## src/sv/mcfb_pkg.sv

```systemverilog
// ----------------------------------------------------------------------------
// mcfb_pkg
// Shared types, constants and helpers for the motor command frame builder:
// command and frame beat structs, frame layout constants, payload packing
// and the per-byte reflected crc-16 update.
// ----------------------------------------------------------------------------
package mcfb_pkg;

	// frame layout
	localparam int unsigned FRAME_LEN = 17;
	localparam int unsigned PAY_BYTES = 15;
	localparam int unsigned PAY_W     = PAY_BYTES * 8;
	localparam int unsigned IDX_W     = 5;

	localparam logic [IDX_W-1:0] CRC_LO_IDX = IDX_W'(PAY_BYTES);
	localparam logic [IDX_W-1:0] LAST_IDX   = IDX_W'(FRAME_LEN - 1);

	localparam logic [7:0]  HDR0     = 8'hFE;
	localparam logic [7:0]  HDR1     = 8'hEE;
	localparam logic [15:0] CRC_POLY = 16'h8408;
	localparam logic [15:0] CRC_INIT = 16'h0000;

	// one motor command beat
	typedef struct packed {
		logic        [3:0]  motor_id;
		logic        [3:0]  motor_status;
		logic signed [15:0] torque_set;
		logic signed [15:0] speed_set;
		logic signed [31:0] position_set;
		logic signed [15:0] position_gain;
		logic signed [15:0] speed_gain;
	} cmd_t;

	// one frame byte beat
	typedef struct packed {
		logic [7:0] frame_byte;
		logic       frame_last;
	} frame_t;

	// first 15 frame bytes, byte 0 in the low bits
	typedef logic [PAY_W-1:0] payload_t;

	// queue status seen by the producer and consumer
	typedef struct packed {
		logic full;
		logic empty;
	} q_status_t;

	// lay out the command in send order, first byte lowest
	function automatic payload_t pack_payload(input cmd_t c);
		payload_t p;
		p = {c.speed_gain[7:0],    c.speed_gain[15:8],
		     c.position_gain[7:0], c.position_gain[15:8],
		     c.position_set[31:24], c.position_set[23:16],
		     c.position_set[15:8],  c.position_set[7:0],
		     c.speed_set[7:0],     c.speed_set[15:8],
		     c.torque_set[7:0],    c.torque_set[15:8],
		     c.motor_status, c.motor_id,
		     HDR1, HDR0};
		return p;
	endfunction

	// reflected crc-16 update over one byte, lsb first
	function automatic logic [15:0] crc_byte(input logic [15:0] crc_in,
	                                         input logic [7:0]  data);
		logic [15:0] c;
		c = crc_in ^ {8'h00, data};
		for (int b = 0; b < 8; b++) begin
			if (c[0]) begin
				c = (c >> 1) ^ CRC_POLY;
			end else begin
				c = c >> 1;
			end
		end
		return c;
	endfunction

endpackage

```

## src/sv/motor_command_frame_builder.sv

```systemverilog
// ----------------------------------------------------------------------------
// motor_command_frame_builder
// Builds a 17-byte motor command frame (header, mode, setpoints, gains,
// crc-16 kermit) and sends it one byte per strobe beat.
// An accepted command passes the intake register, the queue entry and the
// serializer's payload and output registers; the serializer sends one byte
// per cycle and frames of queued commands follow with no gap.
// busy rises once the queue is full and a further command is staged.
// Reset clears the queue, the serializer and strobe; the receiver cannot stall.
// ----------------------------------------------------------------------------
module motor_command_frame_builder import mcfb_pkg::*; #(
	parameter int unsigned QDEPTH = 2
) (
	input  logic   clk,
	input  logic   arst_n,
	input  logic   start,
	input  cmd_t   cmd,
	output logic   busy,
	output logic   strobe,
	output frame_t frame
);

	q_status_t qstat;
	logic      push;
	logic      pop;
	payload_t  push_data;
	payload_t  pop_data;

	// command intake
	mcfb_front u_front (
		.clk       (clk),
		.arst_n    (arst_n),
		.start     (start),
		.cmd       (cmd),
		.busy      (busy),
		.qstat     (qstat),
		.push      (push),
		.push_data (push_data)
	);

	// decoupling queue
	mcfb_queue #(
		.DEPTH (QDEPTH)
	) u_queue (
		.clk       (clk),
		.arst_n    (arst_n),
		.push      (push),
		.push_data (push_data),
		.pop       (pop),
		.pop_data  (pop_data),
		.qstat     (qstat)
	);

	// frame serializer
	mcfb_back u_back (
		.clk      (clk),
		.arst_n   (arst_n),
		.qstat    (qstat),
		.pop_data (pop_data),
		.pop      (pop),
		.strobe   (strobe),
		.frame    (frame)
	);

endmodule

```

## src/sv/mcfb_front.sv

```systemverilog
// ----------------------------------------------------------------------------
// mcfb_front
// Command intake: takes a command beat, packs it into frame byte order and
// hands it to the queue. Holds one staged command while the queue is full.
// ----------------------------------------------------------------------------
module mcfb_front import mcfb_pkg::*; (
	input  logic      clk,
	input  logic      arst_n,
	input  logic      start,
	input  cmd_t      cmd,
	output logic      busy,
	input  q_status_t qstat,
	output logic      push,
	output payload_t  push_data
);

	logic     vld_s1;
	payload_t pay_s1;
	logic     accept;

	// handshake with the command source and the queue
	always_comb begin
		busy   = vld_s1 && qstat.full;
		push   = vld_s1 && !qstat.full;
		accept = start && !busy;
	end

	assign push_data = pay_s1;

	// staged command valid
	always_ff @(posedge clk or negedge arst_n) begin
		if (!arst_n) begin
			vld_s1 <= 1'b0;
		end else if (accept) begin
			vld_s1 <= 1'b1;
		end else if (push) begin
			vld_s1 <= 1'b0;
		end
	end

	// staged payload
	always_ff @(posedge clk) begin
		if (accept) begin
			pay_s1 <= pack_payload(cmd);
		end
	end

endmodule

```

## src/sv/mcfb_queue.sv

```systemverilog
// ----------------------------------------------------------------------------
// mcfb_queue
// Short payload queue between the intake and the serializer so that each
// side stalls on its own.
// ----------------------------------------------------------------------------
module mcfb_queue import mcfb_pkg::*; #(
	parameter int unsigned DEPTH = 2
) (
	input  logic      clk,
	input  logic      arst_n,
	input  logic      push,
	input  payload_t  push_data,
	input  logic      pop,
	output payload_t  pop_data,
	output q_status_t qstat
);

	localparam int unsigned PTR_W = (DEPTH > 1) ? $clog2(DEPTH) : 1;
	localparam int unsigned CNT_W = $clog2(DEPTH + 1);
	localparam logic [PTR_W-1:0] PTR_LAST = PTR_W'(DEPTH - 1);
	localparam logic [CNT_W-1:0] CNT_FULL = CNT_W'(DEPTH);

	payload_t          mem_q [DEPTH];
	logic [PTR_W-1:0]  wr_ptr_q;
	logic [PTR_W-1:0]  rd_ptr_q;
	logic [CNT_W-1:0]  cnt_q;

	// status and head entry
	always_comb begin
		qstat.full  = (cnt_q == CNT_FULL);
		qstat.empty = (cnt_q == '0);
		pop_data    = mem_q[rd_ptr_q];
	end

	// pointers and fill count
	always_ff @(posedge clk or negedge arst_n) begin
		if (!arst_n) begin
			wr_ptr_q <= '0;
			rd_ptr_q <= '0;
			cnt_q    <= '0;
		end else begin
			if (push) begin
				wr_ptr_q <= (wr_ptr_q == PTR_LAST) ? '0 : wr_ptr_q + 1'b1;
			end
			if (pop) begin
				rd_ptr_q <= (rd_ptr_q == PTR_LAST) ? '0 : rd_ptr_q + 1'b1;
			end
			if (push && !pop) begin
				cnt_q <= cnt_q + 1'b1;
			end else if (pop && !push) begin
				cnt_q <= cnt_q - 1'b1;
			end
		end
	end

	// entry storage
	always_ff @(posedge clk) begin
		if (push) begin
			mem_q[wr_ptr_q] <= push_data;
		end
	end

	a_no_overflow: assert property (@(posedge clk) disable iff (!arst_n)
		push |-> (!qstat.full || pop))
		else $error("queue written while full");

	a_no_underflow: assert property (@(posedge clk) disable iff (!arst_n)
		pop |-> !qstat.empty)
		else $error("queue read while empty");

endmodule

```

## src/sv/mcfb_back.sv

```systemverilog
// ----------------------------------------------------------------------------
// mcfb_back
// Frame serializer: pulls one payload from the queue, sends its 15 bytes one
// per cycle while folding them into the crc, then the crc low and high byte.
// ----------------------------------------------------------------------------
module mcfb_back import mcfb_pkg::*; (
	input  logic      clk,
	input  logic      arst_n,
	input  q_status_t qstat,
	input  payload_t  pop_data,
	output logic      pop,
	output logic      strobe,
	output frame_t    frame
);

	logic              active_q;
	logic [IDX_W-1:0]  idx_q;
	payload_t          pay_q;
	logic [15:0]       crc_q;
	logic              strobe_q;
	frame_t            frame_q;
	logic              load;
	logic              at_last;
	frame_t            beat;

	// take the next payload when idle or on the last byte
	always_comb begin
		at_last = (idx_q == LAST_IDX);
		load    = (!active_q || at_last) && !qstat.empty;
		pop     = load;
	end

	// byte select for the current position
	always_comb begin
		if (idx_q < CRC_LO_IDX) begin
			beat.frame_byte = pay_q[7:0];
		end else if (idx_q == CRC_LO_IDX) begin
			beat.frame_byte = crc_q[7:0];
		end else begin
			beat.frame_byte = crc_q[15:8];
		end
		beat.frame_last = at_last;
	end

	// sequencer control
	always_ff @(posedge clk or negedge arst_n) begin
		if (!arst_n) begin
			active_q <= 1'b0;
			idx_q    <= '0;
			strobe_q <= 1'b0;
		end else begin
			strobe_q <= active_q;
			if (load) begin
				active_q <= 1'b1;
				idx_q    <= '0;
			end else if (active_q) begin
				if (at_last) begin
					active_q <= 1'b0;
				end
				idx_q <= idx_q + 1'b1;
			end
		end
	end

	// payload shift, crc and output register
	always_ff @(posedge clk) begin
		frame_q <= beat;
		if (load) begin
			pay_q <= pop_data;
			crc_q <= CRC_INIT;
		end else if (active_q && (idx_q < CRC_LO_IDX)) begin
			pay_q <= pay_q >> 8;
			crc_q <= crc_byte(crc_q, pay_q[7:0]);
		end
	end

	assign strobe = strobe_q;
	assign frame  = frame_q;

	a_load_restarts: assert property (@(posedge clk) disable iff (!arst_n)
		load |=> (active_q && idx_q == '0 && crc_q == CRC_INIT))
		else $error("frame did not restart on load");

	a_idx_bound: assert property (@(posedge clk) disable iff (!arst_n)
		active_q |-> (idx_q <= LAST_IDX))
		else $error("byte index past frame end");

	a_last_has_strobe: assert property (@(posedge clk) disable iff (!arst_n)
		(active_q && at_last) |=> (strobe && frame.frame_last))
		else $error("last byte not flagged");

endmodule

```

## config.mk

```make
export PLATFORM = sky130hd
export DESIGN_NAME = motor_command_frame_builder
export DESIGN_NICKNAME = d
export VERILOG_FILES = /design/src/sv/mcfb_pkg.sv /design/src/sv/motor_command_frame_builder.sv /design/src/sv/mcfb_front.sv /design/src/sv/mcfb_queue.sv /design/src/sv/mcfb_back.sv
export SDC_FILE = /design/constraint.sdc
export NUM_CORES = 1
export LEC_CHECK = 0
export ABC_CLOCK_PERIOD_IN_PS = 6900
export BUFFER_PORTS_ARGS = -buffer_cell sky130_fd_sc_hd__buf_2
export CORE_MARGIN = 1.5
export CORE_UTILIZATION = 59
export DETAILED_ROUTE_END_ITERATION = 12
export GPL_TIMING_DRIVEN = 0
export HOLD_SLACK_MARGIN = 0.05
export PLACE_DENSITY = 0.78
export SYNTH_ARGS = -nofsm -noshare
export SYNTH_HDL_FRONTEND = slang
export SYNTH_SLANG_ARGS = --single-unit
```

## constraint.sdc

```tcl
create_clock -name clk -period 6.9 [get_ports clk]
set_input_delay 0.69 -clock clk [delete_from_list [all_inputs] [get_ports clk]]
set_output_delay 0.69 -clock clk [all_outputs]
set_load 0.02 [all_outputs]
```

## Word-level counts from Yosys, hierarchy flattened

Memory sizes are Yosys's and may differ from the RTL's.
Cells that the tools add are included.

| cells by class | value |
|---|---|
| eq/ne operators | 3 |
| multiplexer cells | 39 |
| reductions and logical operators | 19 |
| magnitude comparators | 1 |
| $add $sub $neg | 5 |
| bitwise operators | 9 |

Operator list:

| cell | count |
|---|---|
| 16-bit 2-to-1 mux | 22 |
| 120-bit 2-to-1 mux | 2 |
| 2-bit NOT with 3-bit output | 8 |
| 8-bit 2-to-1 mux | 2 |
| 16-bit by 8-bit XOR with 16-bit output | 1 |
| 5-bit 2-to-1 mux | 2 |
| 1-bit 2-to-1 mux | 9 |
| 2-bit nonzero test | 4 |
| 1-bit logical AND | 7 |
| 1-bit zero test | 6 |
| 5-bit by 1-bit adder with 5-bit output (second input constant) | 1 |
| 5-bit by 4-bit equality test with 1-bit output (second input constant) | 1 |
| 5-bit equality test (second input constant) | 1 |
| 5-bit by 4-bit < comparator with 1-bit output (second input constant) | 1 |
| 2-bit 2-to-1 mux | 2 |
| 1-bit adder (second input constant) | 2 |
| 2-bit by 1-bit adder with 2-bit output (second input constant) | 1 |
| 2-bit equality test (second input constant) | 1 |
| 2-bit zero test | 1 |
| 2-bit by 1-bit subtractor with 2-bit output (second input constant) | 1 |
| 1-bit logical OR | 1 |

| word-level totals | value |
|---|---|
| register bits | 261 |
| memories kept | 1 |
| input bits | 107 |
| bits in writable memories | 208 |
| output and inout bits | 11 |
| word-level logic and storage cells | 89 |

Memories:

| memory | words | width | read ports | clocked after memory_dff | write ports | line | RTL |
|---|---|---|---|---|---|---|---|
| u_queue.mem_q | 2 | 104 | 1 | 0 | 1 | mcfb_queue.sv:23 | `payload_t mem_q [DEPTH];` |

## Depth between registers and ports, before layout

| logic depth | value |
|---|---|
| depth after elaboration | 31 |
| gate-level depth with buffers | 12 |
| gate-level depth less buffers | 9 |

## Hierarchy

A second synthesis with hierarchy kept.

| unflattened totals | value |
|---|---|
| cell total of the unflattened synthesis | 927 |
| area, all modules | 18696.7 µm² |

Modules (own cells, without submodules):

| module | cells an instance | instances | area an instance (µm²) |
|---|---|---|---|
| mcfb_queue | 389 | 1 | 8868.5 |
| mcfb_back | 411 | 1 | 6525.0 |
| mcfb_front | 127 | 1 | 3303.2 |

## Least setup slack after synthesis

OpenSTA, ideal clock, no wires.

| timing path | value |
|---|---|
| path type | reg-to-reg |
| start point | reg u_queue.cnt_q[0] |
| end point | mem u_queue.mem_q[0][0] (netlist bit) (enable) |
| library setup time | 0.568 ns |
| path buffers | 0 |
| stages on the path, launching flop included | 4 |
| path slack | 1.367 ns |
| period minus slack after synthesis | 5.533 ns |
| arrival | 4.965 ns |
| data required time | 6.332 ns |
| cell sequence | dfrtp_1 nand2b_1 nand2_1 nor2_1 |

| between the ends | value |
|---|---|
| word-level cells in the longest chain between the ends | 5 |

Ends and longest elaborated chain:

| what | line | RTL |
|---|---|---|
| start: declaration | mcfb_queue.sv:26 | `logic [CNT_W-1:0] cnt_q;` |
| start signal: assignment | mcfb_queue.sv:49 | `cnt_q <= cnt_q + 1'b1;` |
| start signal: assignment | mcfb_queue.sv:51 | `cnt_q <= cnt_q - 1'b1;` |
| 2-bit equality test | mcfb_queue.sv:30 | `qstat.full = (cnt_q == CNT_FULL);` |
| 1-bit zero test | mcfb_front.sv:24 | `push = vld_s1 && !qstat.full;` |
| 1-bit logical AND | mcfb_front.sv:24 |  |
| 1-bit 2-to-1 mux | mcfb_queue.sv:58 | `if (push) begin` |
| 1-bit 2-to-1 mux (implied by the code) | mcfb_queue.sv:59 | `mem_q[wr_ptr_q] <= push_data;` |
| end: declaration | mcfb_queue.sv:23 |  |

Every way passes these cells.

## Worst setup path after layout

| timing path | value |
|---|---|
| start point | reg u_back.idx_q[0] |
| end point | reg u_back.pay_q[54] (enable) |

| between the ends | value |
|---|---|
| word-level cells in the longest chain between the ends | 4 |

Ends and longest elaborated chain:

| what | line | RTL |
|---|---|---|
| start: declaration | mcfb_back.sv:17 | `logic [IDX_W-1:0] idx_q;` |
| start signal: assignment | mcfb_back.sv:60 | `idx_q <= idx_q + 1'b1;` |
| parallel branches: the longest is 3 deep, another holds 5-bit by 4-bit < comparator with 1-bit output | - |  |
| 2-bit nonzero test (no source line) (*) | - |  |
| end signal: assignment | mcfb_back.sv:69 | `pay_q <= pop_data;` |
| end signal: assignment | mcfb_back.sv:72 | `pay_q <= pay_q >> 8;` |
| end: declaration | mcfb_back.sv:18 | `payload_t pay_q;` |

Mark *: on every way between the ends.
A chain may end at the register's enable or synchronous reset.

==> impl_metrics.toml <==
[global_route]
grt_pass1_wl_um = 43530
grt_usage = 0.1971
antenna_found_initial = 0
grt_pass1_vias = 8190
gr-total-overflow = 0
grt_start_max_net_pins = 65

[clock_tree]
clockBufferDepth = 3
cts-buffers-inserted = 45
path_clk_slew_ns = 0.06
cts-root-buf = "clkbuf_16"
clock-sinks = 469
htree_levels = 2
cts_setup_buffers = 0
cts_tree = "built"
cts_resized = 0
clk_latency_ns = 0.54

[logic_synthesis]
synth-xor-area-share = 0.01609
yosys.area_share.simple = 0.04338
synthArstFlopShare = 0.02559
synth-edff-count = 432
synth_top_family_by_area = "multiplexers"
synthAdderAreaFrac = 0.002966
synthMuxAreaShare = 0.06643
ys.flop_type = "edfxtp_1"
synthCells = 965
yosysWarnings = 0
ys_types = 30
synth_nets = 1076
ys_seq_area_frac = 0.8162
syn_area_um2 = 16870
synth_compound_area_frac = 0.03945
synth_area_per_cell_um2 = 17.49
ys_ff_latch = 469

[detailed_routing]
routed_via_density = 5.386
routed_wl_um = 28540
avgRoutedWirePerCell_um = 18.43
drc_errors = 0
ant_nets = 0
drt_iter0_drc = 747
dr.pass1.iters = 5
vias = 8343

[finish]
stdcell_area_um2 = 19520
finalNetCount = 1247
syn2layout_area_growth_pct = 15.67
drive_above_1_share = 0.1845
antenna_cells = 0
final_cells = 1549

[floorplan]
die_w_um = 172.1
die_area_um2 = 29630
rows = 61
die_h_um = 172.1
coreArea_um2 = 27930
start_util = 0.6041
io_pins = 118

[placed_design]
place_ws_ns = 3.811
dp.cells = 1466
gp_routability_congestion = 0.8030
dpl_cell_area_um2 = 18110
portBuffers = 117
dp_hpwl_um = 17900

[setup_path]
rrSetupSlack_ns = 3.82
cp_num_buf_inv = 6
critPathKind = "reg2reg"
crit_path_start_kind = "flip-flop"
critPathMaxStageDelay_ns = 0.67
path_cells = "inv_1 -> ha_1 -> nand4bb_4 -> a21oi_2 -> inv_2 -> buf_6 -> buf_6 -> buf_2 -> nand2_4 -> buf_16"
cp.arrival_ns = 3.29
cpMostUsedCell = "buf_6"
critPathTopFamily = "buffers and inverters"
cp-end-kind = "flip-flop"
critPathRequiredTime_ns = 7.11
crit_path_max_fanout = 64
critPathSlowestCell = "nand2_4"

[sta]
setup_violations = 0
post-route-min-period_ns = 3.079
relSlewSlack = 0.3818
whs_ns = 0.3284
finClkSkew_ns = 0.01261
hold_viol_final = 0
finalCritPeriodShare = 0.4463
max_freq_mhz = 324.7
rsz0062_at_grt = "no"
tightest_slew_ns = 0.9250
fin_ws_ns = 3.821
slew_violations = 0

[power_and_ir_drop]
ir_drop_uv = 321.6
p_per_area_nw_per_um2 = 484.5
leakage_uw = 0.007287
p_total_uw = 9457

[outcome]
status = "complete, no violations"

[flow_run]
cap_violations = 0

[hold_path]
min_path_type = "in2reg"
synthesized netlist by cell type (5+ instances only):
library cell / instances / area, um^2
xnor2_1: 23 / 201.4
nand3_1: 5 / 25.02
nand2_1: 119 / 446.7
mux2i_1: 112 / 1121
xor2_1: 8 / 70.07
and2_1: 5 / 31.28
inv_1: 7 / 26.28
buf_2: 17 / 85.08
nand2b_1: 15 / 93.84
o21ai_0: 12 / 60.06
dfxtp_1: 25 / 500.5
dfrtp_1: 12 / 300.3
clkbuf_1: 18 / 67.56
nor2_1: 19 / 71.32
a21oi_1: 6 / 30.03
edfxtp_1: 432 / 12970
o21ai_1: 104 / 520.5
buf_6: 6 / 67.56
sequential cells by signal, indices dropped and copies added, names as in the netlist:
name / count
u_queue.wr_ptr_q: 1
u_front.vld_s1: 1
u_queue.mem_q: 208
u_back.strobe: 1
u_back.crc_q: 16
u_queue.rd_ptr_q: 1
u_back.frame: 9
u_front.push_data: 104
u_back.idx_q: 5
u_back.active_q: 1
u_back.pay_q: 120
u_queue.cnt_q: 2
final timing paths:
check / from / to / depth (start not counted)
setup / recovery: u_back.idx_q[0]$_DFFE_PN0P_ / u_back.pay_q[54]$_DFFE_PP_ / 10
hold / removal: cmd[33] / u_front.push_data[57]$_DFFE_PP_ / 1
setup reg to reg: u_back.idx_q[0]$_DFFE_PN0P_ / u_back.pay_q[54]$_DFFE_PP_ / 10
hold reg to reg: u_front.push_data[92]$_DFFE_PP_ / u_queue.mem_q[0][76]$_DFFE_PP_ / 0
max in group asynchronous: arst_n / u_back.strobe$_DFF_PN0_ / 2
min in group asynchronous: arst_n / u_queue.wr_ptr_q$_DFFE_PN0N_ / 2
worst register-to-register path, stage by stage (launching register included):
cell and delay [ns]:
dfrtp_1 0.44, inv_1 0.09, ha_1 0.19, nand4bb_4 0.15
a21oi_2 0.22, inv_2 0.06, buf_6 0.16, buf_6 0.15
buf_2 0.21, nand2_4 0.68, buf_16 0.36
logic make-up (layout without fill, tap and decap cells):
kind of cell | Yosys count | after routing
flops | 469 | 469
simple gates | 170 | 170
compound gates | 128 | 128
mux | 112 | 112
buf+inv | 51 | 257
xor+xnor | 31 | 31
fa+ha+maj | 4 | 4
power breakdown:
group | switching (uW) | internal [uW]
sequential | 359 | 4450
clock | 976 | 1350
combinational | 1460 | 867
cells in the final DEF (no fill, tap or decap), drive strengths merged, types with 19 or more instances in the layout:
cell,instances
dfxtp,25
xnor2,23
clkinv,20
edfxtp,432
mux2i,112
nor2,19
o21ai,116
nand2,119
buf,148
clkbuf,77
metal layers:
layer  up-vias  track usage  share of wire
li1       3949            -              -
met1      4088       0.2730           0.43
met2       255       0.3233           0.49
met3        51      0.03593          0.052
met4         0      0.05936          0.023
met5         -            0              0
area by class of cell:
cell class | count | area, um^2
timing repair buffer | 124 | 745.7
clock inverter | 23 | 193.9
sequential | 469 | 13770
clock buffer | 59 | 1210
buffer | 43 | 231.5
multi-input combinational | 445 | 2863
fill | 1783 | 8414
tap | 378 | 473.0
inverter | 8 | 30.03
what timing repair did:
item	in CTS	in global routing
setup endpoints to repair	0	0
hold endpoints to repair	12	0
hold buffers	1	0
through the flow:
stage,TNS [ns],util
floorplan,0,-
global placement,-132.40,0.6420
detailed placement,0,0.6482
CTS,0,0.6988
global route,0,0.6988
finish,0,0.6988
(Power assumes the default switching activity.)
